### src/rtl/core/tjtm_pkg.sv
// shared types and constants for the join table manager
package tjtm_pkg;

	localparam int DEVICES_DEF = 8;
	localparam int ADDR_W      = 32;
	localparam int SLOT_W      = 5;

	localparam logic [SLOT_W-1:0] SLOT_OFFSET = 5'd2;

	typedef enum logic [1:0] {
		OP_UPLINK = 2'd0,
		OP_JOIN   = 2'd1,
		OP_OTHER  = 2'd2
	} op_t;

	typedef enum logic [2:0] {
		ACT_DROP      = 3'd0,
		ACT_UPLINK    = 3'd1,
		ACT_KICK      = 3'd2,
		ACT_JOIN_OK   = 3'd3,
		ACT_JOIN_FULL = 3'd4,
		ACT_UNKNOWN   = 3'd5
	} action_t;

	typedef enum logic [1:0] {
		ST_IDLE,
		ST_SCAN,
		ST_FINISH
	} state_t;

	// search token handed from cell to cell
	typedef struct packed {
		logic              valid;
		logic              match;
		logic [SLOT_W-1:0] match_idx;
		logic              free;
		logic [SLOT_W-1:0] free_idx;
	} search_tok_t;

	// table write broadcast to all cells
	typedef struct packed {
		logic              en;
		logic [SLOT_W-1:0] idx;
		logic [ADDR_W-1:0] addr;
	} table_wr_t;

endpackage

### src/rtl/core/tjtm_cell.sv
// one table entry: stored address, used flag and one stage of the search chain
module tjtm_cell
	import tjtm_pkg::*;
#(
	parameter int INDEX = 0
) (
	input  logic              clk,
	input  logic              arst_n,
	input  logic [ADDR_W-1:0] key,
	input  search_tok_t       tok_in,
	output search_tok_t       tok_out,
	input  table_wr_t         wr
);

	localparam logic [SLOT_W-1:0] MyIdx = SLOT_W'(INDEX);

	logic [ADDR_W-1:0] addr_q;
	logic              used_q;
	search_tok_t       tok_next;
	search_tok_t       tok_q;

	always_comb begin
		tok_next = tok_in;
		if (!tok_in.match && (addr_q == key)) begin
			tok_next.match     = 1'b1;
			tok_next.match_idx = MyIdx;
		end
		if (!tok_in.free && !used_q) begin
			tok_next.free     = 1'b1;
			tok_next.free_idx = MyIdx;
		end
	end

	always_ff @(posedge clk or negedge arst_n) begin
		if (!arst_n) begin
			tok_q <= '0;
		end else begin
			tok_q <= tok_next;
		end
	end

	always_ff @(posedge clk or negedge arst_n) begin
		if (!arst_n) begin
			addr_q <= '0;
			used_q <= 1'b0;
		end else if (wr.en && (wr.idx == MyIdx)) begin
			addr_q <= wr.addr;
			used_q <= 1'b1;
		end
	end

	assign tok_out = tok_q;

endmodule

### src/rtl/core/tdma_join_table_manager_unit.sv
// join table manager: frame header classification over a chain of table cells
// a held header launches the search token, which walks the cell chain one entry per cycle; the last
// cell hands the finished token to a capture register, and the result is then loaded into the output
// register together with the table write-back once that register is free; a new item is taken only
// in idle, so also while the previous result still waits in the output register
// reset: asynchronous, clears all entries, used flags, server address and control state
module tdma_join_table_manager_unit
	import tjtm_pkg::*;
#(
	parameter int DEVICES = DEVICES_DEF
) (
	input  logic        clk,
	input  logic        arst_n,
	// configuration: server address
	input  logic        cfg_valid,
	output logic        cfg_ready,
	input  logic [31:0] cfg_data,
	// input frame header
	input  logic        s_tvalid,
	output logic        s_tready,
	input  logic [71:0] s_tdata,   // [31:0] src_addr, [63:32] dst_addr, [71:64] rx_slot
	input  logic [1:0]  s_tuser,   // [1:0] op
	// result
	output logic        m_tvalid,
	input  logic        m_tready,
	output logic [39:0] m_tdata,   // [31:0] reply_addr, [36:32] slot, [37] slot_mismatch, rest 0
	output logic [2:0]  m_tuser    // [2:0] action
);

	// server address register, always writable
	logic [ADDR_W-1:0] server_addr_q;

	assign cfg_ready = 1'b1;

	always_ff @(posedge clk or negedge arst_n) begin
		if (!arst_n) begin
			server_addr_q <= '0;
		end else if (cfg_valid && cfg_ready) begin
			server_addr_q <= cfg_data;
		end
	end

	// held copy of the frame header under work
	logic [1:0]        op_q;
	logic [ADDR_W-1:0] src_q;
	logic [ADDR_W-1:0] dst_q;
	logic [7:0]        rx_slot_q;
	logic              in_fire;

	assign in_fire = s_tvalid && s_tready;

	always_ff @(posedge clk) begin
		if (in_fire) begin
			op_q      <= s_tuser;
			src_q     <= s_tdata[31:0];
			dst_q     <= s_tdata[63:32];
			rx_slot_q <= s_tdata[71:64];
		end
	end

	// start pulse launches a fresh token into the first cell once the header is held
	logic start_q;

	always_ff @(posedge clk or negedge arst_n) begin
		if (!arst_n) begin
			start_q <= 1'b0;
		end else begin
			start_q <= in_fire;
		end
	end

	// cell chain: token enters cell 0 and leaves the last cell with first match and
	// first free entry found along the way
	search_tok_t tok_chain [0:DEVICES];
	table_wr_t   wr;

	always_comb begin
		tok_chain[0]       = '0;
		tok_chain[0].valid = start_q;
	end

	for (genvar i = 0; i < DEVICES; i++) begin : g_cell
		tjtm_cell #(
			.INDEX (i)
		) u_cell (
			.clk     (clk),
			.arst_n  (arst_n),
			.key     (src_q),
			.tok_in  (tok_chain[i]),
			.tok_out (tok_chain[i+1]),
			.wr      (wr)
		);
	end

	// finished token captured for the decision step
	search_tok_t res_q;

	always_ff @(posedge clk) begin
		if (tok_chain[DEVICES].valid) begin
			res_q <= tok_chain[DEVICES];
		end
	end

	// control
	state_t state_q;
	state_t state_next;
	logic   out_free;
	logic   load_out;

	assign out_free = !m_tvalid || m_tready;

	always_comb begin
		state_next = state_q;
		case (state_q)
			ST_IDLE: begin
				if (in_fire) state_next = ST_SCAN;
			end
			ST_SCAN: begin
				if (tok_chain[DEVICES].valid) state_next = ST_FINISH;
			end
			ST_FINISH: begin
				if (out_free) state_next = ST_IDLE;
			end
			default: state_next = ST_IDLE;
		endcase
	end

	always_comb begin
		s_tready = 1'b0;
		load_out = 1'b0;
		case (state_q)
			ST_IDLE:   s_tready = 1'b1;
			ST_SCAN:   s_tready = 1'b0;
			ST_FINISH: load_out = out_free;
			default: begin
				s_tready = 1'b0;
				load_out = 1'b0;
			end
		endcase
	end

	always_ff @(posedge clk or negedge arst_n) begin
		if (!arst_n) begin
			state_q <= ST_IDLE;
		end else begin
			state_q <= state_next;
		end
	end

	// decision on the finished search
	action_t           action;
	logic [ADDR_W-1:0] reply_addr;
	logic [SLOT_W-1:0] slot;
	logic              mismatch;
	logic [SLOT_W-1:0] join_idx;
	logic              join_found;
	logic              do_write;

	always_comb begin
		action     = ACT_UNKNOWN;
		reply_addr = '0;
		slot       = '0;
		mismatch   = 1'b0;
		do_write   = 1'b0;
		// known entry wins over the lowest free one
		join_idx   = res_q.match ? res_q.match_idx : res_q.free_idx;
		join_found = res_q.match || res_q.free;
		if (dst_q != server_addr_q) begin
			action = ACT_DROP;
		end else begin
			case (op_q)
				OP_UPLINK: begin
					if (res_q.match) begin
						action   = ACT_UPLINK;
						slot     = res_q.match_idx + SLOT_OFFSET;
						mismatch = ({3'b000, slot} != rx_slot_q);
					end else begin
						// unknown device gets a kick
						action     = ACT_KICK;
						reply_addr = src_q;
					end
				end
				OP_JOIN: begin
					if (join_found) begin
						action     = ACT_JOIN_OK;
						reply_addr = src_q;
						slot       = join_idx + SLOT_OFFSET;
						do_write   = 1'b1;
					end else begin
						action = ACT_JOIN_FULL;
					end
				end
				default: action = ACT_UNKNOWN;
			endcase
		end
	end

	// table write happens in the same cycle the result is loaded
	always_comb begin
		wr.en   = load_out && do_write;
		wr.idx  = join_idx;
		wr.addr = src_q;
	end

	// output register
	logic              m_tvalid_q;
	action_t           action_q;
	logic [ADDR_W-1:0] reply_addr_q;
	logic [SLOT_W-1:0] slot_q;
	logic              mismatch_q;

	always_ff @(posedge clk or negedge arst_n) begin
		if (!arst_n) begin
			m_tvalid_q <= 1'b0;
		end else if (load_out) begin
			m_tvalid_q <= 1'b1;
		end else if (m_tready) begin
			m_tvalid_q <= 1'b0;
		end
	end

	always_ff @(posedge clk) begin
		if (load_out) begin
			action_q     <= action;
			reply_addr_q <= reply_addr;
			slot_q       <= slot;
			mismatch_q   <= mismatch;
		end
	end

	assign m_tvalid = m_tvalid_q;
	assign m_tuser  = action_q;
	assign m_tdata  = {2'b00, mismatch_q, slot_q, reply_addr_q};

endmodule
### config.mk
export PLATFORM = sky130hd
export DESIGN_NAME = tdma_join_table_manager_unit
export DESIGN_NICKNAME = d
export VERILOG_FILES = /design/src/rtl/core/tjtm_pkg.sv /design/src/rtl/core/tjtm_cell.sv /design/src/rtl/core/tdma_join_table_manager_unit.sv
export SDC_FILE = /design/constraint.sdc
export NUM_CORES = 1
export LEC_CHECK = 0
export BUFFER_PORTS_ARGS = -buffer_cell sky130_fd_sc_hd__buf_2
export CAP_MARGIN = 20
export CORE_ASPECT_RATIO = 0.6
export CORE_UTILIZATION = 30
export CTS_CLUSTER_SIZE = 40
export DETAILED_ROUTE_END_ITERATION = 12
export PLACE_DENSITY = 0.53
export SYNTH_ARGS = -nofsm -noshare
export SYNTH_HDL_FRONTEND = slang
export SYNTH_SLANG_ARGS = --single-unit
### constraint.sdc
create_clock -name clk -period 3.8 [get_ports clk]
set_input_delay 0.95 -clock clk [delete_from_list [all_inputs] [get_ports clk]]
set_output_delay 0.95 -clock clk [all_outputs]
set_load 0.02 [all_outputs]
==> run summary, run 1 <==
Worst Setup Path Type = reg -> reg
RSZ-0062 raised after global routing = false
setup slack, reg-to-reg = 0.69 ns
VDD IR max = 0.302 mV
clk_skew = 0.0191 ns
maxcap violations = 0
PwrDens = 494 nW/µm²
drt pass-1 iters = 4
most common cell in the netlist = dfrtp_1
CP required = 4.27 ns
Simple-Gate Fraction of Synth Area = 0.0694
gpl congestion = 0.751
Slew Viols, Final = 0
leading area contributor after synthesis = dfrtp_1
clock-pin slew on the worst setup and hold paths = 0.06 ns
die area = 69500 µm²
outcome = complete, no violations
Die Span X = 340 µm
Setup TNS = 0 ns
Resized Gates After CTS = 0
largest net degree at the start of global routing = 77
Setup crit end kind = flip-flop
Final Total Pwr = 12.0 mW
library cells used by synthesis = 37
Antenna Nets Post-Route = 0
share of cells above drive strength 1 = 0.336
overall global routing resource usage = 0.150
CTS Hold Bufs = 0
Seq/Total Area, Yosys = 0.615
Hold WC Path Type = in -> async
TritonCTS Buffers = 49
Avg WL per Cell = 20.0 µm
asr flop ratio synth = 0.746
Crit Path Max Fanout = 33
Startpoint Class = flip-flop
YS warnings = 0
Synth Instances = 1420
Initial Util = 0.307
reg-to-reg endpoint = g_cell[4].u_cell.addr_q[22]$_DFFE_PN0P_
number of synthesized register bits = 480
Primary FF master, synth = dfrtp_1
Routed WL = 50600 µm
Worst-Margin Slew = 1.10 ns
syn avg cell area = 14.5 µm²
Crit. Startpoint = res_q[11]$_DFFE_PP_
Ports = 157
crit path time final = 3.11 ns
worst flop-to-flop path startpoint = res_q[11]$_DFFE_PP_
drc violations = 0
xor/xnor cell area share of the yosys netlist = 0.125
Worst slew margin = 0.269
Worst-Skew Late Latency = 0.60 ns
TritonCTS clock tree = built
largest cells by area after synthesis = dfrtp_1 (44%), edfxtp_1 (18%), mux2_2 (12%)
Finish-stage setup viols = 0
fmax = 0.321 GHz
DP Wirelength = 34500 µm
main combinational cell family by area after synthesis = multiplexers
Vias = 11400
count of final hold-check violations = 0
Synth Cell Area = 20500 µm²
crit path to = g_cell[4].u_cell.addr_q[22]$_DFFE_PN0P_
initial antenna violation count = 3
Final Instance Area = 24200 µm²
mux contribution to synthesized area = 0.158
placed cell area = 22500 µm²
root buffer cell = clkbuf_16
CTS Buffer Depth = 3
most frequent cells after synthesis = dfrtp_1 (358), xor2_1 (258), mux2_2 (214)
gr ovfl total = 0
global-route wire length before repair = 77500 µm
Final nets = 1691
worst-case reg-to-reg path depth = 5
FP Rows = 73
clk sinks = 480
Leakage = 11.4 nW
top-area cell type share of the netlist area = 0.436
period utilization = 0.820
Port Buf Inserts = 152
Synth Area in Compound Gates = 0.00749
die height = 205 µm
adder-cell share of the synthesized area = 0.00122
DR iter-0 viols = 647
number of synthesized flops with an enable pin = 122
vias in the first global route = 12100
post-CTS setup repair buffer count = 0
Core Box Area = 67000 µm²
vias per cell = 4.52
Syn-to-layout area delta = 17.8%
htree depth = 2
crit path DAT = 3.58 ns
[report_power, final]
part | leakage, nW | switching, mW | internal (mW)
clock | 0.834 | 2.11 | 2.89
combinational | 4.58 | 0.675 | 0.407
sequential | 5.97 | 0.320 | 5.55
total | 11.4 | 3.10 | 8.85
[worst max-delay path, stage by stage, from the launching register on]
cell      delay, ns
edfxtp_1       0.55
or3b_1         0.42
a21oi_1        0.26
nand4_1        0.23
or4_2          1.04
mux2_1         0.46
[sequential cells by signal (all words and copies together) (netlist names), 4 cells and up]
name / flops
res_q: 8
rx_slot_q: 8
src_q: 32
slot_q: 4
server_addr_q: 32
g_cell.u_cell.used_q: 8
g_cell.u_cell.tok_out: 58
dst_q: 32
reply_addr_q: 32
g_cell.u_cell.addr_q: 256
[worst min-delay path by stage]
stage | startpoint | to | depth (start not counted)
6_report | arst_n | m_tvalid$_DFFE_PN0P_ | 1
3_5_place_dp | start_q$_DFF_PN0_ | g_cell[0].u_cell.tok_out[12]$_DFF_PN0_ | 0
2_1_floorplan | start_q$_DFF_PN0_ | g_cell[0].u_cell.tok_out[12]$_DFF_PN0_ | 0
5_1_grt | arst_n | state_q[0]$_DFFE_PN0P_ | 1
3_3_place_gp | start_q$_DFF_PN0_ | g_cell[0].u_cell.tok_out[12]$_DFF_PN0_ | 0
4_1_cts | arst_n | m_tvalid$_DFFE_PN0P_ | 1
[layer usage]
layer / track usage / vias to the layer above / wire length, µm
li1: - / 5263 / -
met1: 0.235 / 5900 / 26900
met2: 0.208 / 175 / 20700
met3: 0.0282 / 65 / 2160
met4: 0.0338 / 0 / 825
met5: 0 / - / 0
[cells in the final DEF, fill, tap and decap left out, types with 23 or more instances in the layout]
cell / Yosys / layout
and2_1: 33 / 32
buf_4: 5 / 53
xor2_1: 258 / 258
dfrtp_1: 358 / 358
buf_2: 21 / 151
nand4_1: 26 / 26
mux2_2: 214 / 214
nor4_1: 64 / 63
clkbuf_16: 0 / 56
or2_2: 23 / 23
mux2_1: 75 / 75
edfxtp_1: 122 / 122
xnor2_1: 34 / 34
[area by class of cell]
cell class	instances	area, µm²
clock inverter	18	128
clock buffer	73	1550
timing repair buffer	209	1250
inverter	3	11.3
tap	900	1130
multi-input combinational	835	7500
fill	6383	42800
sequential	480	12600
antenna	6	15.0
[per-stage QoR]
stage	utilization	hold WS (ns)	cells	worst slack [ns]
final	0.361	0.311	2524	0.686
after global routing	0.361	0.333	2518	0.457
after CTS	0.361	0.309	2518	0.680
after detailed placement	0.336	0.336	2427	0.507
after global placement	0.336	0.332	2427	0.542
after floorplan	-	0.331	1422	0.0188
[cell families after synthesis]
logic type,count (synthesis)
fa+ha+maj,2
other cells,2
compound gates,23
simple gates,225
mux,289
flops,480
buf+inv,107
xor+xnor,292
Power figures use the tool's default switching activity.
==> inputs of run 2 (changes only) <==
==> constraint.sdc (replaced) <==
create_clock -name clk -period 2.8 [get_ports clk]
set_input_delay 0.7 -clock clk [delete_from_list [all_inputs] [get_ports clk]]
set_output_delay 0.7 -clock clk [all_outputs]
set_load 0.02 [all_outputs]
==> run 2 against run 1 <==
Against the previous run:
- maximum frequency grew 16%
- non-clock buffer count grew 47
- hold slack worse by 0.22 ns
- sequential power up 34%
- sequential cell count stayed put
- die area unchanged
- critical path depth rose by 2
- critical path type unchanged
- critical endpoint unchanged
- largest cell class unchanged
- largest power group unchanged
==> run summary, run 2 (synthesis results as in run 1) <==
outcome = complete, no violations
final worst slack = 0.108 ns (-0.578 ns)
Initial Util = 0.307 (unchanged)
die area = 69500 µm² (unchanged)
PwrDens = 669 nW/µm² (+35%)
Worst Setup Path Type = reg -> reg
Psw = 4.29 mW (+38%)
sequential power share = 0.466 (-0.025)
VDD IR max = 0.386 mV (+28%)
Port Buf Inserts = 152 (unchanged)
global-route wire length before repair = 79100 µm (+2.1%)
maxcap violations = 0 (unchanged)
gr ovfl total = 0 (unchanged)
most common cell after layout, fill and taps aside = dfrtp_1
Vias = 11700 (+2.2%)
initial antenna violation count = 1 (-2)
final core occ = 0.376 (+0.0144)
largest register by flop count = g_cell.u_cell.addr_q
worst flop-to-flop path startpoint = server_addr_q[26]$_DFFE_PN0P_
Leakage = 11.9 nW (+4.8%)
Hold WC Path Type = in -> async
Crit Path Max Fanout = 33 (unchanged)
count of final hold-check violations = 0 (unchanged)
die height = 205 µm (unchanged)
CP required = 3.27 ns (-1.00 ns)
pre-CTS WS = 0.0736 ns (-0.434 ns)
DR iter-0 viols = 632 (-2.3%)
TritonCTS Buffers = 49 (unchanged)
fmax = 0.371 GHz (+16%)
RSZ-0062 raised after global routing = false
htree depth = 2 (unchanged)
crit path DAT = 3.16 ns (-0.42 ns)
crit path time final = 2.69 ns (-0.422 ns)
Die Span X = 340 µm (unchanged)
root buffer cell = clkbuf_16
cell internal pwr = 12.5 mW (+42%)
clock-pin slew on the worst setup and hold paths = 0.07 ns (about the same)
Worst-Skew Late Latency = 0.60 ns (about the same)
max FFs per register = 256 (unchanged)
Avg WL per Cell = 20.1 µm (+0.54%)
Ports = 157 (unchanged)
Core Box Area = 67000 µm² (unchanged)
FP Rows = 73 (unchanged)
Sw Ratio = 0.255 (-0.00485)
DP Wirelength = 35300 µm (+2.4%)
CTS Hold Bufs = 0 (unchanged)
Setup crit end kind = flip-flop
Clk network pwr share = 0.428 (+0.010)
largest net degree at the start of global routing = 70 (-9.1%)
gpl congestion = 0.768 (+2.4%)
Routed WL = 51700 µm (+2.3%)
Comb power frac = 0.105 (+0.014)
Finish-stage setup viols = 0 (unchanged)
most frequent cells in the layout = dfrtp_1 (358), xor2_1 (258), mux2_2 (214), buf_2 (151), edfxtp_1 (122)
TritonCTS clock tree = built
overall global routing resource usage = 0.153 (+0.00380)
Syn-to-layout area delta = 22.5%
drc violations = 0 (unchanged)
drt pass-1 iters = 4 (unchanged)
Final nets = 1738 (+2.8%)
Startpoint Class = flip-flop
share of cells above drive strength 1 = 0.394 (+0.0575)
Slew Viols, Final = 0 (unchanged)
clk sinks = 480 (unchanged)
vias in the first global route = 12400 (+2.0%)
Crit. Startpoint = server_addr_q[26]$_DFFE_PN0P_
CTS Buffer Depth = 3 (unchanged)
Worst slew margin = 0.371 (+0.102)
clk_skew = 0.0171 ns (-0.00205 ns)
vias per cell = 4.54 (+0.46%)
Worst-Margin Slew = 0.944 ns (-0.153 ns)
Antenna Nets Post-Route = 0 (unchanged)
period utilization = 0.962 (+0.142)
[run 2: cell count changes in the layout (fill, tap and decap cells not counted), moves of 2 or more]
cell	previous run	this run
nand2b_1	15	13
clkbuf_8	8	11
mux2_1	75	17
nand2b_4	0	2
diode_2	6	2
mux2_4	0	58
buf_4	53	79
inv_4	0	3
bufinv_16	1	5
buf_12	4	25
clkinv_2	12	7
[run 2: metal layers]
| metal | up-vias | part of all wire | routed length, µm | GRT usage |
|---|---|---|---|---|
| met5 | - | 0 | 0 | 0 |
| met4 | 0 | 0.015 | 769 | 0.0338 |
| met3 | 56 | 0.035 | 1800 | 0.0267 |
| met2 | 156 | 0.42 | 21600 | 0.220 |
| met1 | 6086 | 0.53 | 27500 | 0.238 |
| li1 | 5357 | - | - | - |
[run 2: cell type report]
cell class              count  area, µm²
fillers                  6308      41800
flip-flops and latches    480      12600
multi-input cells         835       7750
repair buffers            256       1860
clock buffers              74       1560
well taps                 900       1130
clock inverters            18        230
inverters                   3       11.3
diodes                      2       5.00
[run 2: power groups by stage]
stage	Combinational [mW]	Sequential, mW	Clock (mW)
6_report	1.77	7.84	7.21
5_1_grt	1.95	7.88	7.75
4_1_cts	1.81	7.85	7.46
3_5_place_dp	1.80	7.99	0
3_3_place_gp	1.79	7.98	0
2_1_floorplan	0.969	7.81	0
[run 2: per-stage QoR]
stage	hold WS, ns	power, mW	area, µm²	cells	setup TNS (ns)
5_1_grt	0.114	17.6	25200	2566	0
2_1_floorplan	0.331	8.78	20900	1422	-7.91
3_3_place_gp	0.331	9.77	23400	2473	0
4_1_cts	0.0848	17.1	25100	2565	0
3_5_place_dp	0.335	9.79	23400	2473	0
6_report	0.0886	16.8	25200	2568	0
[run 2: worst max-delay path: stages, from the launching register on]
cell and delay, ns:
dfrtp_1 0.38, xor2_1 0.17, nor4_1 0.45, nand2_1 0.12, buf_4 0.18, or4_2 0.69, buf_12 0.23, mux2_4 0.32
[run 2: final timing paths]
path,to,slack [ns],cells past startpoint
max,g_cell[4].u_cell.addr_q[22]$_DFFE_PN0P_,0.11,7
min,server_addr_q[7]$_DFFE_PN0P_,0.09,1
max reg2reg,g_cell[4].u_cell.addr_q[22]$_DFFE_PN0P_,0.11,7
min reg2reg,g_cell[5].u_cell.tok_out[12]$_DFF_PN0_,0.34,0
max in group asynchronous,g_cell[5].u_cell.tok_out[0]$_DFF_PN0_,1.89,2
min in group clk,op_q[1]$_DFFE_PP_,0.27,1
[run 2: timing repair]
action | in CTS | in global routing
resized for setup | 0 | 1
setup buffers | 0 | 1
setup endpoints to repair | 0 | 138
hold endpoints to repair | 0 | 0
